===== config.mk =====
export PLATFORM = sky130hd
export DESIGN_NAME = sprite_line_selector_unit
export DESIGN_NICKNAME = d
export VERILOG_FILES = /design/src/hw/rtl/slsel_pkg.sv /design/src/hw/rtl/slsel_table.sv /design/src/hw/rtl/sprite_line_selector_unit.sv
export SDC_FILE = /design/constraint.sdc
export NUM_CORES = 1
export LEC_CHECK = 0
export ABC_AREA = 0
export BUFFER_PORTS_ARGS = -buffer_cell sky130_fd_sc_hd__buf_2
export CORE_UTILIZATION = 47
export CTS_BUF_LIST = sky130_fd_sc_hd__clkbuf_4 sky130_fd_sc_hd__clkbuf_8 sky130_fd_sc_hd__clkbuf_16
export DETAILED_ROUTE_END_ITERATION = 7
export GPL_ROUTABILITY_DRIVEN = 1
export SLEW_MARGIN = 20
export SYNTH_ARGS = -nofsm -noshare
export SYNTH_HDL_FRONTEND = slang
export SYNTH_SLANG_ARGS = --single-unit
export TNS_END_PERCENT = 5

===== constraint.sdc =====
create_clock -name clk -period 6.4 [get_ports clk]
set_clock_uncertainty 0.1 [all_clocks]
set_input_delay 0.32 -clock clk [delete_from_list [all_inputs] [get_ports clk]]
set_output_delay 0.32 -clock clk [all_outputs]
set_load 0.02 [all_outputs]

===== src/hw/rtl/slsel_pkg.sv =====
// Shared types and constants for the sprite line selector.
package slsel_pkg;

	localparam int ENTRIES_DEF      = 40;
	localparam int MAX_PER_LINE_DEF = 10;
	localparam int LINES_DEF        = 144;

	localparam int IDX_W   = 6;
	localparam int COORD_W = 8;

	// sprite Y is stored as screen line plus this offset
	localparam logic [COORD_W:0] Y_OFFSET     = 9'd16;
	localparam logic [COORD_W:0] SHORT_HEIGHT = 9'd8;
	localparam logic [COORD_W:0] TALL_HEIGHT  = 9'd16;

	localparam logic OP_WRITE = 1'b0;
	localparam logic OP_QUERY = 1'b1;

	typedef struct packed {
		logic               operation;
		logic [IDX_W-1:0]   entry_index;
		logic [COORD_W-1:0] y_pos;
		logic [COORD_W-1:0] x_pos;
		logic               tall;
		logic [COORD_W-1:0] line;
	} req_t;

	typedef struct packed {
		logic               found;
		logic [IDX_W-1:0]   sprite_index;
		logic [COORD_W-1:0] sprite_x;
		logic               last;
	} rsp_t;

	typedef struct packed {
		logic [COORD_W-1:0] y;
		logic [COORD_W-1:0] x;
		logic               tall;
	} entry_t;

	typedef enum logic [1:0] {
		ST_IDLE,
		ST_SCAN,
		ST_EMIT
	} state_t;

endpackage


===== src/hw/rtl/slsel_table.sv =====
// Sprite attribute table: one write port, one registered read port, per-entry valid bits.
module slsel_table #(
	parameter int ENTRIES = slsel_pkg::ENTRIES_DEF,
	parameter int AW      = slsel_pkg::IDX_W
) (
	input  logic              clk,
	input  logic              arst_n,
	input  logic              wr_en,
	input  logic [AW-1:0]     wr_addr,
	input  slsel_pkg::entry_t wr_data,
	input  logic              rd_en,
	input  logic [AW-1:0]     rd_addr,
	output slsel_pkg::entry_t rd_data
);
	import slsel_pkg::*;

	entry_t             mem [ENTRIES];
	logic [ENTRIES-1:0] vld_q;
	entry_t             mem_s1;
	logic               vld_s1;

	always_ff @(posedge clk) begin
		if (wr_en) begin
			mem[wr_addr] <= wr_data;
		end
		if (rd_en) begin
			mem_s1 <= mem[rd_addr];
		end
	end

	always_ff @(posedge clk or negedge arst_n) begin
		if (!arst_n) begin
			vld_q  <= '0;
			vld_s1 <= 1'b0;
		end else begin
			if (wr_en) begin
				vld_q[wr_addr] <= 1'b1;
			end
			if (rd_en) begin
				vld_s1 <= vld_q[rd_addr];
			end
		end
	end

	// never-written entries read as zero
	assign rd_data = vld_s1 ? mem_s1 : '0;

`ifndef SYNTHESIS
	a_no_rw_overlap: assert property (@(posedge clk) disable iff (!arst_n)
		!(wr_en && rd_en))
		else $error("table read and write in the same cycle");
	a_wr_sets_valid: assert property (@(posedge clk) disable iff (!arst_n)
		wr_en |=> vld_q[$past(wr_addr)])
		else $error("valid bit not set after write");
	a_unwritten_zero: assert property (@(posedge clk) disable iff (!arst_n)
		(rd_en && !vld_q[rd_addr]) |=> (rd_data == '0))
		else $error("unwritten entry did not read as zero");
`endif

endmodule


===== src/hw/rtl/sprite_line_selector_unit.sv =====
// Top level of the sprite line selector: table, line scan, sorted hit list, result register.
//
//  channel | dir | payload | transfer when
//  req     | in  | req_t   | req_valid & !req_stall
//  rsp     | out | rsp_t   | rsp_valid & !rsp_stall
//
//  Write item: stored at the transfer edge, no result.
//  Query item: a scan of the table (one table read per cycle through the
//  single read port); the first result is loaded into the output register
//  after the scan, then one result per cycle while rsp is not stalled.
//  Reset clears the state machine, the table valid bits and the result valid flag.
//  req_stall is high while a query is scanning or emitting; the final result
//  may sit in the output register while the next item is taken.
module sprite_line_selector_unit #(
	parameter int ENTRIES      = slsel_pkg::ENTRIES_DEF,
	parameter int MAX_PER_LINE = slsel_pkg::MAX_PER_LINE_DEF,
	parameter int LINES        = slsel_pkg::LINES_DEF
) (
	input  logic            clk,
	input  logic            arst_n,
	input  logic            req_valid,
	output logic            req_stall,
	input  slsel_pkg::req_t req,
	output logic            rsp_valid,
	input  logic            rsp_stall,
	output slsel_pkg::rsp_t rsp
);
	import slsel_pkg::*;

	localparam int AW = (ENTRIES > 1) ? $clog2(ENTRIES) : 1;
	localparam int CW = $clog2(MAX_PER_LINE + 1);
	localparam int PW = (MAX_PER_LINE > 1) ? $clog2(MAX_PER_LINE) : 1;

	state_t state_q, state_d;

	logic req_xfer;
	logic wr_en;
	logic rd_en;
	entry_t wr_data;
	entry_t rd_data;

	// scan control
	logic [AW-1:0]      rd_cnt_q;
	logic               issuing_q;
	logic               rd_vld_s1;
	logic [AW-1:0]      idx_s1;
	logic               last_s1;
	logic [COORD_W-1:0] line_q;
	logic               line_ok_q;

	// sorted hit list
	logic [COORD_W-1:0] lx_q   [MAX_PER_LINE];
	logic [IDX_W-1:0]   lidx_q [MAX_PER_LINE];
	logic [CW-1:0]      count_q;
	logic [PW-1:0]      emit_q;
	logic [MAX_PER_LINE-1:0] gt;

	// on-line check of the entry coming out of the table
	logic [COORD_W:0] pos;
	logic [COORD_W:0] top;
	logic [COORD_W:0] bot;
	logic             hit;
	logic             ins;

	// result register
	logic out_valid_q;
	rsp_t out_q;
	logic load;
	rsp_t nxt;
	logic emit_last;

	assign req_stall = (state_q != ST_IDLE);
	assign req_xfer  = req_valid && !req_stall;
	// extra bit so a full 64-entry table still compares correctly
	assign wr_en     = req_xfer && (req.operation == OP_WRITE)
		&& ({1'b0, req.entry_index} < (IDX_W + 1)'(ENTRIES));
	assign rd_en     = (state_q == ST_SCAN) && issuing_q;
	assign wr_data   = '{y: req.y_pos, x: req.x_pos, tall: req.tall};

	slsel_table #(
		.ENTRIES (ENTRIES),
		.AW      (AW)
	) u_table (
		.clk     (clk),
		.arst_n  (arst_n),
		.wr_en   (wr_en),
		.wr_addr (req.entry_index[AW-1:0]),
		.wr_data (wr_data),
		.rd_en   (rd_en),
		.rd_addr (rd_cnt_q),
		.rd_data (rd_data)
	);

	assign pos = {1'b0, line_q} + Y_OFFSET;
	assign top = {1'b0, rd_data.y};
	assign bot = top + (rd_data.tall ? TALL_HEIGHT : SHORT_HEIGHT);
	assign hit = line_ok_q && (top <= pos) && (pos < bot);
	// hits past the first MAX_PER_LINE in index order are dropped
	assign ins = rd_vld_s1 && hit && (count_q < CW'(MAX_PER_LINE));

	// gt is monotone over the sorted list; new entry goes after all equal X
	always_comb begin
		for (int k = 0; k < MAX_PER_LINE; k++) begin
			gt[k] = (CW'(k) < count_q) && (lx_q[k] > rd_data.x);
		end
	end

	always_ff @(posedge clk) begin
		if (ins) begin
			for (int k = 0; k < MAX_PER_LINE; k++) begin
				if (k > 0 && gt[(k > 0) ? k - 1 : 0]) begin
					lx_q[k]   <= lx_q[(k > 0) ? k - 1 : 0];
					lidx_q[k] <= lidx_q[(k > 0) ? k - 1 : 0];
				end else if (gt[k] || (CW'(k) == count_q)) begin
					lx_q[k]   <= rd_data.x;
					lidx_q[k] <= IDX_W'(idx_s1);
				end
			end
		end
		if (req_xfer) begin
			line_q    <= req.line;
			line_ok_q <= (req.line < COORD_W'(LINES));
		end
		if (rd_en) begin
			idx_s1  <= rd_cnt_q;
			last_s1 <= (rd_cnt_q == AW'(ENTRIES - 1));
		end
		if (load) begin
			out_q <= nxt;
		end
	end

	// next result out of the sorted list
	always_comb begin
		emit_last = ((CW'(emit_q) + CW'(1)) == count_q);
		if (count_q == '0) begin
			nxt = '{found: 1'b0, sprite_index: '0, sprite_x: '0, last: 1'b1};
		end else begin
			nxt = '{found: 1'b1, sprite_index: lidx_q[emit_q],
				sprite_x: lx_q[emit_q], last: emit_last};
		end
	end

	assign load = (state_q == ST_EMIT) && (!out_valid_q || !rsp_stall);

	always_comb begin
		state_d = state_q;
		unique case (state_q)
			ST_IDLE: begin
				if (req_xfer && (req.operation == OP_QUERY)) begin
					state_d = ST_SCAN;
				end
			end
			ST_SCAN: begin
				if (rd_vld_s1 && last_s1) begin
					state_d = ST_EMIT;
				end
			end
			ST_EMIT: begin
				if (load && nxt.last) begin
					state_d = ST_IDLE;
				end
			end
			default: state_d = ST_IDLE;
		endcase
	end

	always_ff @(posedge clk or negedge arst_n) begin
		if (!arst_n) begin
			state_q     <= ST_IDLE;
			rd_cnt_q    <= '0;
			issuing_q   <= 1'b0;
			rd_vld_s1   <= 1'b0;
			count_q     <= '0;
			emit_q      <= '0;
			out_valid_q <= 1'b0;
		end else begin
			state_q   <= state_d;
			rd_vld_s1 <= rd_en;
			if (req_xfer && (req.operation == OP_QUERY)) begin
				rd_cnt_q  <= '0;
				issuing_q <= 1'b1;
				count_q   <= '0;
				emit_q    <= '0;
			end else begin
				if (rd_en) begin
					if (rd_cnt_q == AW'(ENTRIES - 1)) begin
						issuing_q <= 1'b0;
					end else begin
						rd_cnt_q <= rd_cnt_q + AW'(1);
					end
				end
				if (ins) begin
					count_q <= count_q + CW'(1);
				end
				if (load && !nxt.last) begin
					emit_q <= emit_q + PW'(1);
				end
			end
			if (load) begin
				out_valid_q <= 1'b1;
			end else if (!rsp_stall) begin
				out_valid_q <= 1'b0;
			end
		end
	end

	assign rsp_valid = out_valid_q;
	assign rsp       = out_q;

`ifndef SYNTHESIS
	a_count_bound: assert property (@(posedge clk) disable iff (!arst_n)
		count_q <= CW'(MAX_PER_LINE))
		else $error("hit count above limit");
	a_miss_is_last: assert property (@(posedge clk) disable iff (!arst_n)
		(rsp_valid && !rsp.found) |-> rsp.last)
		else $error("not-found result without last");
	a_index_bound: assert property (@(posedge clk) disable iff (!arst_n)
		(rsp_valid && rsp.found) |->
		({1'b0, rsp.sprite_index} < (IDX_W + 1)'(ENTRIES)))
		else $error("result index out of table range");
	a_scan_then_emit: assert property (@(posedge clk) disable iff (!arst_n)
		(state_q == ST_SCAN && rd_vld_s1 && last_s1) |=> (state_q == ST_EMIT))
		else $error("scan end did not start emit");
`endif

endmodule


==> results.tsv, run 1 <==
stage	metric	value	unit
status	status	finished clean	
pwr	power_density	371	nW/um^2
pwr	switching_share	28.7	%
yosys	synth_cell_types	65	
pwr	clkPwrFrac	32.9	%
layout	stdcell_count	3469	
detailed_routing	detail-route-antenna-nets	0	
sta	rsz0062_at_grt	false	
yosys	synth_area_leaders	edfxtp_1 65%, mux4_2 12%, dfrtp_1 3.7%, ha_1 3.2%, mux2_2 3.1%	
floorplanning	fp.coreArea	84000	sq um
cts	clk_latency	0.66	ns
worst_hold_path	hold_class	input port to flop	
placed_design	place_hpwl	58400	um
placed_design	gp_congestion	0.889	
layout	num-nets-final	2397	
layout	area_growth_syn_to_layout	12.7	%
cts	cts-buffers-inserted	96	
floorplanning	std_cell_rows	106	
cts	h-tree-depth	3	
yosys	synthCells	2138	
layout	drive_above_1_share	31.7	%
placed_design	dp.cells	3283	
yosys	synthFlopType	edfxtp_1	
pwr	seqPwrFrac	43.7	%
yosys	synth_top_area_cell	edfxtp_1	
cts	path_clk_slew	0.06	ns
pwr	leakage	15.0	nW
floorplanning	die_area	86400	sq um
placed_design	io_buffers	53	
sta	fin_crit	5.12	ns
cts	clock-sinks	929	
sta	finalSetupViolations	0	
pwr	combPwrFrac	23.4	%
global_routing	grt_max_degree	82	
pwr	switchingPower	4.81	mW
sta	setup_tns	0	ns
cts	post-cts-setup-buffers	0	
detailed_routing	vias	20500	
yosys	yosys.area_share.simple	3.93	%
critical_path	crit_fanout	23	
sta	hold_viol_final	0	
cts	clock_path_buffers	3	
yosys	yosysTopAreaCellShare	65.2	%
cts	cts_tree	yes	
yosys	seq_area_frac_synth	68.9	%
detailed_routing	drt_iter0_markers	1518	
critical_path	path_class	flop to flop	
sta	worst_pin_slew	1.02	ns
global_routing	grt_first_pass_wirelength	139000	um
floorplanning	die_x	294	um
global_routing	grt_pass1_vias	21300	
detailed_routing	routed_wl	93000	um
sta	max_slew_margin	32.0	%
yosys	synthAdderAreaFrac	3.27	%
sta	period_share	80.0	%
pwr	vdd_ir_drop_max	0.000314	V
yosys	synth_compound_area_share	3.37	%
critical_path	crit_path_end_kind	flop	
critical_path	start_kind	flop	
layout	final_cell_mix	869 x edfxtp_1, 208 x mux4_2, 109 x mux2_2	
global_routing	grt_usage	22.1	%
cts	cts_root_buffer	clkbuf_16	
global_routing	overflow	0	
floorplanning	die_y	294	um
global_routing	antenna_found_initial	6	
yosys	syn-num-nets	2278	
floorplanning	pin_count	54	
yosys	syn_area	40000	sq um
detailed_routing	drc	0	
critical_path	crit_required	6.70	ns
run	cap_violations	0	
detailed_routing	dr.pass1.iters	5	
sta	fmaxAchievable	195	MHz
sta	report.final.slew_viol_count	0	
yosys	yosys.area_share.xor_xnor	0.416	%
yosys	synth_area_per_cell	18.7	sq um
yosys	synth_edf_count	869	
detailed_routing	viasPerCell	5.90	
yosys	synthArstFlopShare	6.46	%
yosys	ys.warnings.count	0	
pwr	intPower	11.9	mW
layout	layout_commonest_cell	edfxtp_1	
critical_path	arrival	5.42	ns
yosys	synth-seq-cells	929	
detailed_routing	wl_per_cell	26.8	um
floorplanning	start_util	47.7	%
yosys	synthMuxAreaShare	18.5	%
yosys	synth_top_family_by_area	multiplexers	
layout make-up:
class	instances	area, sq um
Fill cell	6550	38800
Sequential cell	929	27600
Multi-Input combinational cell	1067	12000
Clock buffer	130	2750
Tap cell	1134	1420
Timing Repair Buffer	117	783
Clock inverter	45	383
Inverter	46	173
Antenna cell	1	2.50
critical path: stages (launching register included):
cell and delay [ns]:
dfrtp_1 0.63, and2_1 0.29, ha_1 0.23, maj3_1 0.38
nand2_1 0.10, xnor2_1 0.12, nand2_1 0.08, ha_1 0.33
a21oi_1 0.14, nor2b_1 0.05, o21ai_0 0.15, nand4_1 0.21
or3_1 0.73, nor3_4 0.89, mux2_2 0.41
metrics by stage:
| stage | utilization (%) | setup slack [ns] | total power [mW] | hold slack, ns | instance area [sq um] |
|---|---|---|---|---|---|
| 6_report | 53.8 | 1.28 | 16.8 | 0.160 | 45100 |
| 4_1_cts | 53.7 | 1.27 | 16.9 | 0.0842 | 45100 |
| 3_3_place_gp | 49.8 | 1.39 | 11.4 | 0.345 | 41800 |
| 3_5_place_dp | 49.9 | 1.29 | 11.4 | 0.348 | 41900 |
| 5_1_grt | 53.8 | 0.958 | 17.4 | 0.113 | 45100 |
| 2_1_floorplan | - | 1.90 | 10.1 | -0.0756 | 40000 |
power groups by stage:
stage / logic (mW) / registers [mW] / clock network, mW
detailed placement: 3.98 / 7.46 / 0
global route: 4.23 / 7.37 / 5.84
floorplan: 2.88 / 7.20 / 0
global placement: 3.92 / 7.46 / 0
finish: 3.92 / 7.33 / 5.50
CTS: 3.99 / 7.33 / 5.61
cell usage after synthesis, types with 3 or more instances:
master,number
nor2_1,73
a21oi_1,57
nand3_1,11
nand2_1,75
or3_1,4
clkbuf_1,54
dfrtp_1,60
nor2b_1,23
a211oi_1,31
mux2_1,14
o22ai_1,6
nor3_4,4
clkinv_1,7
o31ai_1,5
ha_1,104
o211ai_1,9
o21ai_0,36
xor2_1,10
buf_2,26
o221ai_1,15
nand4_1,23
mux2_4,50
xnor2_1,9
inv_1,39
a21o_1,3
nand2b_1,7
and2_1,9
mux4_2,208
a31oi_1,3
edfxtp_1,869
buf_6,4
nor3_1,10
mux2_2,109
nand3b_1,5
a22oi_1,16
and3_1,6
mux2i_1,59
buf_1,8
or2_2,43
buf_8,3
repair_timing:
action	CTS	global route
gates resized for setup	0	0
hold endpoints to repair	71	0
hold buffers	10	0
cells by family (layout without fill, tap and decap cells):
| group | Yosys count | in the layout |
|---|---|---|
| AND/OR/NAND/NOR | 302 | 302 |
| buffers and inverters | 142 | 338 |
| flip-flops | 929 | 929 |
| AO/OA/AOI/OAI | 201 | 201 |
| XOR/XNOR | 19 | 19 |
| multiplexers | 440 | 440 |
| adder cells (fa/ha/maj) | 105 | 105 |
| other | 0 | 1 |
per-layer routing:
layer / wire [um] / global-route usage (%) / vias to the layer above
met5: 71 / 0 / -
met1: 39800 / 30.1 / 10800
met4: 1990 / 5.31 / 10
li1: - / - / 8916
met2: 45500 / 36.1 / 610
met3: 5700 / 4.86 / 142
final timing paths:
check	slack (ns)	endpoint	depth (start not counted)	start
hold reg to reg	0.36	u_table.vld_q[20]$_DFFE_PN0P_	1	u_table.vld_q[20]$_DFFE_PN0P_
hold / removal	0.16	issuing_q$_DFFE_PN0P_	3	req[31]
setup / recovery	1.28	lx_q[2][0]$_DFFE_PP_	14	u_table.vld_s1$_DFFE_PN0P_
setup reg to reg	1.28	lx_q[2][0]$_DFFE_PP_	14	u_table.vld_s1$_DFFE_PN0P_
max in group asynchronous	5.12	rd_cnt_q[2]$_DFFE_PN0P_	3	arst_n
min in group asynchronous	0.34	u_table.vld_q[35]$_DFFE_PN0P_	3	arst_n
flip-flops by register name, indices dropped and copies added, names as in the netlist, 2 cells and up:
signal	count
state_q	2
lx_q	80
emit_q	4
u_table.mem_s1	17
rd_cnt_q	6
line_q	8
u_table.mem	680
lidx_q	60
count_q	4
idx_s1	6
u_table.vld_q	40
rsp	16
Note: power is estimated with default switching activity, not from simulation.
==> run 2: changes to the inputs <==
clock period = 4.6 ns   (was 6.4 ns; I/O delays follow)
==> results.tsv, run 2 (synthesized netlist as in run 1, its figures left out) <==
stage	metric	value	unit	change
status	status	finished clean		
floorplanning	die_y	294	um	unchanged
critical_path	crit_required	4.92	ns	-1.78 ns
critical_path	worstReg2RegEnd	lx_q[2][1]$_DFFE_PP_		
floorplanning	std_cell_rows	106		unchanged
worst_hold_path	holdPathStages	1		-2
detailed_routing	drc	0		unchanged
detailed_routing	vias	20700		+1.1%
critical_path	crit_path_end_kind	flop		
layout	fill_cells	6524		-0.40%
global_routing	overflow	0		unchanged
sta	fmaxAchievable	241	MHz	+24%
layout	layout_commonest_cell	edfxtp_1		
pwr	switchingPower	6.72	mW	+40%
global_routing	grt_usage	22.2	%	+0.12 points
critical_path	critical_path.slowest_cell	or3_1		
detailed_routing	wl_per_cell	26.6	um	-0.63%
layout	num-nets-final	2444		+2.0%
critical_path	start_kind	flop		
floorplanning	start_util	47.7	%	unchanged
layout	fin_util	54.3	%	+0.49 points
sta	setup_tns	0	ns	unchanged
run	cap_violations	0		unchanged
detailed_routing	viasPerCell	5.88		-0.35%
critical_path	arrival	4.46	ns	-0.96 ns
pwr	intPower	16.8	mW	+40%
placed_design	place_hpwl	61000	um	+4.6%
cts	cts_tree	yes		
pwr	combPwrFrac	23.2	%	-0.2 points
placed_design	gp_congestion	0.845		-5.0%
pwr	switching_share	28.6	%	-0.11 points
global_routing	grt_max_degree	60		-27%
cts	clock_path_buffers	3		unchanged
global_routing	antenna_found_initial	4		-2
cts	cts_root_buffer	clkbuf_16		
sta	finalSetupViolations	0		unchanged
critical_path	path_cells	buf_4 > nand2_1 > ha_1 > maj3_1 > nand2_1 > xnor2_1 > nand2_1 > ha_1 > a21oi_1 > nor2b_1 > o21ai_0 > nand4_1 > or3_1 > nor3_4 > buf_4 > mux2_2		
global_routing	grt_first_pass_wirelength	139000	um	-0.13%
layout	area_growth_syn_to_layout	13.7	%	
critical_path	cp_common_cell	nand2_1		
placed_design	io_buffers	53		unchanged
cts	clk_latency	0.69	ns	+0.03 ns
cts	post-cts-setup-buffers	0		unchanged
sta	period_share	90.1	%	+10 points
floorplanning	die_x	294	um	unchanged
cts	clock-sinks	929		unchanged
layout	largest_register	u_table.mem		
sta	fin_crit	4.14	ns	-0.978 ns
detailed_routing	detail-route-antenna-nets	0		unchanged
sta	max_slew_margin	33.7	%	+1.7 points
detailed_routing	dr.pass1.iters	7		+2
floorplanning	pin_count	54		unchanged
floorplanning	fp.coreArea	84000	sq um	unchanged
layout	final_cell_mix	869 x edfxtp_1, 208 x mux4_2, 109 x mux2_2		
detailed_routing	drt_iter0_markers	1644		+8.3%
pwr	vdd_ir_drop_max	0.000346	V	+10%
pwr	clkPwrFrac	32.9	%	about the same
critical_path	max_stage_delay	0.63	ns	-0.26 ns
pwr	power_density	516	nW/um^2	+39%
critical_path	path_class	flop to flop		
cts	cts-buffers-inserted	96		unchanged
critical_path	crit_fanout	14		-39%
layout	largest_reg_flops	680		unchanged
layout	reg.largest.list	u_table.mem (680), lx_q (80), lidx_q (60)		
sta	worst_pin_slew	0.995	ns	-0.0254 ns
layout	drive_above_1_share	33.0	%	+1.3 points
pwr	leakage	15.3	nW	+1.8%
critical_path	r2r_cells	16		+2
sta	report.final.slew_viol_count	0		unchanged
detailed_routing	routed_wl	93800	um	+0.86%
pwr	seqPwrFrac	43.9	%	+0.2 points
cts	path_clk_slew	0.07	ns	about the same
floorplanning	die_area	86400	sq um	unchanged
critical_path	r2r_slack	0.46	ns	-0.82 ns
sta	rsz0062_at_grt	false		
worst_hold_path	hold_class	input port to flop		
worst_hold_path	worstHoldEndpoint	u_table.mem[21][4]$_DFFE_PP_		
cts	h-tree-depth	3		unchanged
sta	hold_viol_final	0		unchanged
global_routing	grt_pass1_vias	21400		+0.53%
critical_path	r2r-start	u_table.vld_s1$_DFFE_PN0P_		
worst_hold_path	min_from	req[12]		
-- run 2: cell types whose count changed in the layout (fill, tap and decap cells not counted), moves of 3 or more --
cell / previous run / this run
buf_4: 53 / 94
clkinv_1: 21 / 18
clkbuf_8: 3 / 13
nor2_4: 17 / 0
clkinv_8: 0 / 3
clkinvlp_4: 2 / 5
clkbuf_16: 100 / 96
clkbuf_4: 27 / 23
nor2_2: 21 / 37
buf_12: 1 / 5
-- run 2: repair_timing --
| item | CTS | global route |
|---|---|---|
| resized for setup | 0 | 0 |
| endpoints found under the hold margin | 50 | 0 |
| hold buffers | 12 | 0 |
-- run 2: worst max-delay path by stage --
stage | slack [ns] | cells past startpoint | start | endpoint
floorplan | 0.1 | 17 | u_table.vld_s1$_DFFE_PN0P_ | lidx_q[8][0]$_DFFE_PP_
global placement | 0.38 | 16 | u_table.vld_s1$_DFFE_PN0P_ | lx_q[2][7]$_DFFE_PP_
detailed placement | 0.43 | 16 | u_table.vld_s1$_DFFE_PN0P_ | lx_q[5][0]$_DFFE_PP_
CTS | 0.44 | 16 | u_table.vld_s1$_DFFE_PN0P_ | lx_q[5][0]$_DFFE_PP_
global route | 0.12 | 16 | u_table.vld_s1$_DFFE_PN0P_ | lidx_q[6][5]$_DFFE_PP_
finish | 0.46 | 16 | u_table.vld_s1$_DFFE_PN0P_ | lx_q[2][1]$_DFFE_PP_
-- run 2: worst max-delay path: cells and delay by family (launching register included) --
family,cells,cell delay [ns]
DFF,1,0.35
buffers and inverters,2,0.44
and+or+nand+nor,7,1.38
muxes,1,0.37
AOI/OAI and AO/OA,2,0.27
adders and majority gates,3,0.87
xor gates and xnor gates,1,0.11
-- run 2: final cells by class --
cell class                      instances  area, sq um  area share [%]
Clock inverter                         46          460            1.01
Sequential cell                       929        27600            60.6
Multi-Input combinational cell       1067        11900            26.2
Clock buffer                          132         2750            6.05
Antenna cell                            3         7.51          0.0165
Inverter                               46          173           0.379
Tap cell                             1134         1420            3.12
Timing Repair Buffer                  164         1190            2.62
-- run 2: power groups by stage --
stage / clock (mW) / sequential, mW / combinational, mW
finish: 7.73 / 10.3 / 5.45
global route: 8.18 / 10.4 / 5.87
CTS: 7.88 / 10.3 / 5.55
detailed placement: 0 / 10.5 / 5.53
global placement: 0 / 10.5 / 5.46
floorplan: 0 / 10.0 / 4.01
-- run 2: stage by stage --
stage / instances / power (mW) / instance area (sq um) / hold slack, ns / setup WS [ns]
CTS: 3518 / 23.7 / 45500 / 0.0430 / 0.436
global placement: 3328 / 15.9 / 42200 / 0.277 / 0.379
finish: 3521 / 23.5 / 45500 / 0.0827 / 0.457
global route: 3519 / 24.4 / 45500 / 0.0897 / 0.122
detailed placement: 3328 / 16.0 / 42200 / 0.292 / 0.429
floorplan: 2138 / 14.0 / 40000 / -0.166 / 0.0969
-- run 2: routing by layer --
| layer | track usage (%) | share of wire, % |
|---|---|---|
| met1 | 30.4 | 42 |
| met2 | 35.6 | 48 |
| met3 | 4.45 | 6.4 |
| met4 | 7.43 | 3.0 |
| met5 | 0 | 0.028 |
==> run 3: changes to the inputs <==
ABC_AREA = 1   (was 0)
==> results.tsv, run 3 <==
stage	metric	value	unit	change
critical_path	crit_required	4.89	ns	-0.03 ns
global_routing	grt_usage	25.4	%	+3.3 points
pwr	switchingPower	10.0	mW	+50%
status	failed_checks	design-rule violations		
cts	cts_root_buffer	clkbuf_16		
critical_path	arrival	4.01	ns	-0.45 ns
cts	h-tree-depth	3		unchanged
layout	fin_util	53.3	%	-0.95 points
cts	cts_tree	yes		
placed_design	place_hpwl	68800	um	+13%
floorplanning	die_area	88500	sq um	+2.5%
layout	drive_above_1_share	10.0	%	-23 points
yosys	synth-seq-cells	929		unchanged
detailed_routing	routed_wl	113000	um	+21%
yosys	synthCells	3713		+74%
worst_hold_path	hold_class	input port to flop		
sta	finalSetupViolations	0		unchanged
yosys	syn-num-nets	3853		+69%
yosys	synth_common_cells	869 x edfxtp_1, 639 x nand2_1, 484 x nor2_1, 472 x o21ai_0, 288 x nand3_1		
detailed_routing	viasPerCell	5.68		-3.4%
detailed_routing	drc	1		+1
floorplanning	pin_count	54		unchanged
floorplanning	die_y	298	um	+1.3%
worst_hold_path	holdPathStages	5		+4
pwr	vdd_ir_drop_max	0.000535	V	+55%
cts	clock_path_buffers	3		unchanged
global_routing	grt_max_degree	206		+240%
yosys	synth_cell_types	41		-37%
global_routing	overflow	0		unchanged
layout	largest_register	u_table.mem		
yosys	yosysTopAreaCellShare	63.6	%	-1.6 points
critical_path	path_class	flop to flop		
yosys	synth_area_per_cell	11.1	sq um	-41%
sta	max_slew_margin	25.6	%	-8.0 points
pwr	seqPwrFrac	38.0	%	-5.9 points
layout	layout_commonest_cell	edfxtp_1		
pwr	fin_total_pwr	26.8	mW	+14%
pwr	combPwrFrac	32.4	%	+9.2 points
floorplanning	fp.coreArea	86600	sq um	+3.2%
yosys	ys.warnings.count	0		unchanged
yosys	post-synth-top-count-cell	edfxtp_1		
layout	area_growth_syn_to_layout	12.4	%	
yosys	seq_area_frac_synth	67.2	%	-1.7 points
status	status	finished with violations		
placed_design	gp_congestion	0.898		+6.2%
detailed_routing	detail-route-antenna-nets	0		unchanged
layout	largest_reg_flops	680		unchanged
floorplanning	die_x	298	um	+1.3%
pwr	intPower	16.7	mW	-0.12%
critical_path	crit_path_end_kind	flop		
placed_design	io_buffers	53		unchanged
sta	fmaxAchievable	269	MHz	+11%
floorplanning	start_util	47.4	%	-0.30 points
detailed_routing	vias	28400		+37%
yosys	syn_area	41100	sq um	+2.5%
critical_path	crit_fanout	30		+16
yosys	synth_area_leaders	edfxtp_1 64%, nand2_1 5.8%, o21ai_0 5.8%, nor2_1 4.4%, dfrtp_1 3.7%		
sta	worst_pin_slew	1.11	ns	+0.119 ns
detailed_routing	drt_iter0_markers	2752		+67%
critical_path	r2r_slack	0.88	ns	+0.42 ns
sta	period_share	80.9	%	-9.1 points
critical_path	r2r_cells	18		+2
global_routing	antenna_found_initial	3		-1
layout	num-nets-final	3897		+59%
pwr	power_density	580	nW/um^2	+13%
detailed_routing	dr.pass1.iters	7		unchanged
run	cap_violations	0		unchanged
pwr	switching_share	37.5	%	+8.9 points
critical_path	start_kind	flop		
yosys	synth_top_area_cell	edfxtp_1		
global_routing	grt_pass1_vias	27300		+28%
detailed_routing	wl_per_cell	22.7	um	-15%
yosys	synth_edf_count	869		unchanged
sta	rsz0062_at_grt	false		
pwr	leakage	17.1	nW	+11%
layout	final_area	46200	sq um	+1.4%
global_routing	grt_first_pass_wirelength	170000	um	+22%
floorplanning	std_cell_rows	108		+1.9%
cts	clk_latency	0.68	ns	about the same
layout	final_cell_mix	869 x edfxtp_1, 639 x nand2_1, 467 x o21ai_0		
cts	path_clk_slew	0.06	ns	about the same
cts	cts-buffers-inserted	97		+1.0%
cts	ctsResizeCount	0		unchanged
sta	fin_crit	3.72	ns	-0.419 ns
layout	fill_cells	7491		+15%
sta	setup_tns	0	ns	unchanged
sta	report.final.slew_viol_count	0		unchanged
pwr	clkPwrFrac	29.6	%	-3.3 points
sta	whs	0.0544	ns	-0.0283 ns
cts	clock-sinks	929		unchanged
yosys	synthFlopType	edfxtp_1		
layout	diodes	0		-3
sta	hold_viol_final	0		unchanged
placed_design	dpl_cell_area	42800	sq um	+1.3%
layout	reg.largest.list	u_table.mem (680), lx_q (80), lidx_q (60)		
yosys	synthArstFlopShare	6.46	%	unchanged
[run 3: power by group through the flow]
stage	clock [mW]	sequential [mW]	combinational (mW)
floorplan	0	10.0	5.73
global placement	0	10.4	8.51
detailed placement	0	10.3	8.60
CTS	8.05	10.2	8.64
global route	8.35	10.2	9.58
finish	7.94	10.2	8.67
[run 3: final timing paths]
| kind | from | endpoint |
|---|---|---|
| worst min register to register | u_table.vld_q[3]$_DFFE_PN0P_ | u_table.vld_q[3]$_DFFE_PN0P_ |
| min in group asynchronous | arst_n | count_q[0]$_DFFE_PN0P_ |
| worst max-delay path | u_table.vld_s1$_DFFE_PN0P_ | lx_q[9][0]$_DFFE_PP_ |
| worst max register to register | u_table.vld_s1$_DFFE_PN0P_ | lx_q[9][0]$_DFFE_PP_ |
| max in group asynchronous | arst_n | rd_cnt_q[1]$_DFFE_PN0P_ |
| worst min-delay path | req[27] | u_table.vld_q[15]$_DFFE_PN0P_ |
[run 3: per-stage QoR]
stage               worst slack, ns  std cells
global route                  0.447       4996
CTS                           0.854       4996
floorplan                     0.728       3713
detailed placement            0.841       4799
global placement              0.936       4799
finish                        0.877       4996
[run 3: kinds of logic after synthesis]
kind of cell,after synthesis,synth area share [%]
buf+inv,387,3.82
xor+xnor,7,0.149
flops,929,67.2
compound gates,834,11.2
fa+ha+maj,104,3.17
simple gates,1452,14.4
[run 3: layout make-up]
class                   instances  area (sq um)  share of cell area [%]
clock inverters                67           668                    1.45
inverters                     161           616                    1.33
repair buffers                171          1290                    2.79
multi-input cells            2397         12000                    25.9
flip-flops and latches        929         27600                    59.8
clock buffers                 116          2590                    5.62
well taps                    1155          1450                    3.13
[run 3: routing by layer]
| metal | vias to the layer above | wire [um] | track usage, % |
|---|---|---|---|
| li1 | 13300 | - | - |
| met1 | 13900 | 48200 | 34.7 |
| met2 | 947 | 54500 | 41.9 |
| met3 | 188 | 6530 | 3.06 |
| met4 | 4 | 3880 | 9.49 |
| met5 | - | 17 | 0 |
[run 3: worst max-delay path, cell delays in order, from the launching register on]
cell and delay (ns):
dfrtp_1 0.54, nand2_1 0.08, inv_1 0.09, ha_1 0.17, ha_1 0.14, inv_1 0.04, nand2_1 0.09, nand3_1 0.09
xor2_1 0.15, ha_1 0.18, nand2_1 0.05, nand3_1 0.07, nor3b_2 0.19, nand2_1 0.11, nor2_4 0.51, buf_4 0.41
nand2_2 0.26, nand2_1 0.12, nand2_1 0.05
[run 3: repair_timing]
| action | in CTS | in global routing |
|---|---|---|
| hold buffers | 14 | 0 |
| buffers inserted | 0 | 0 |
| endpoints found under the hold margin | 72 | 0 |
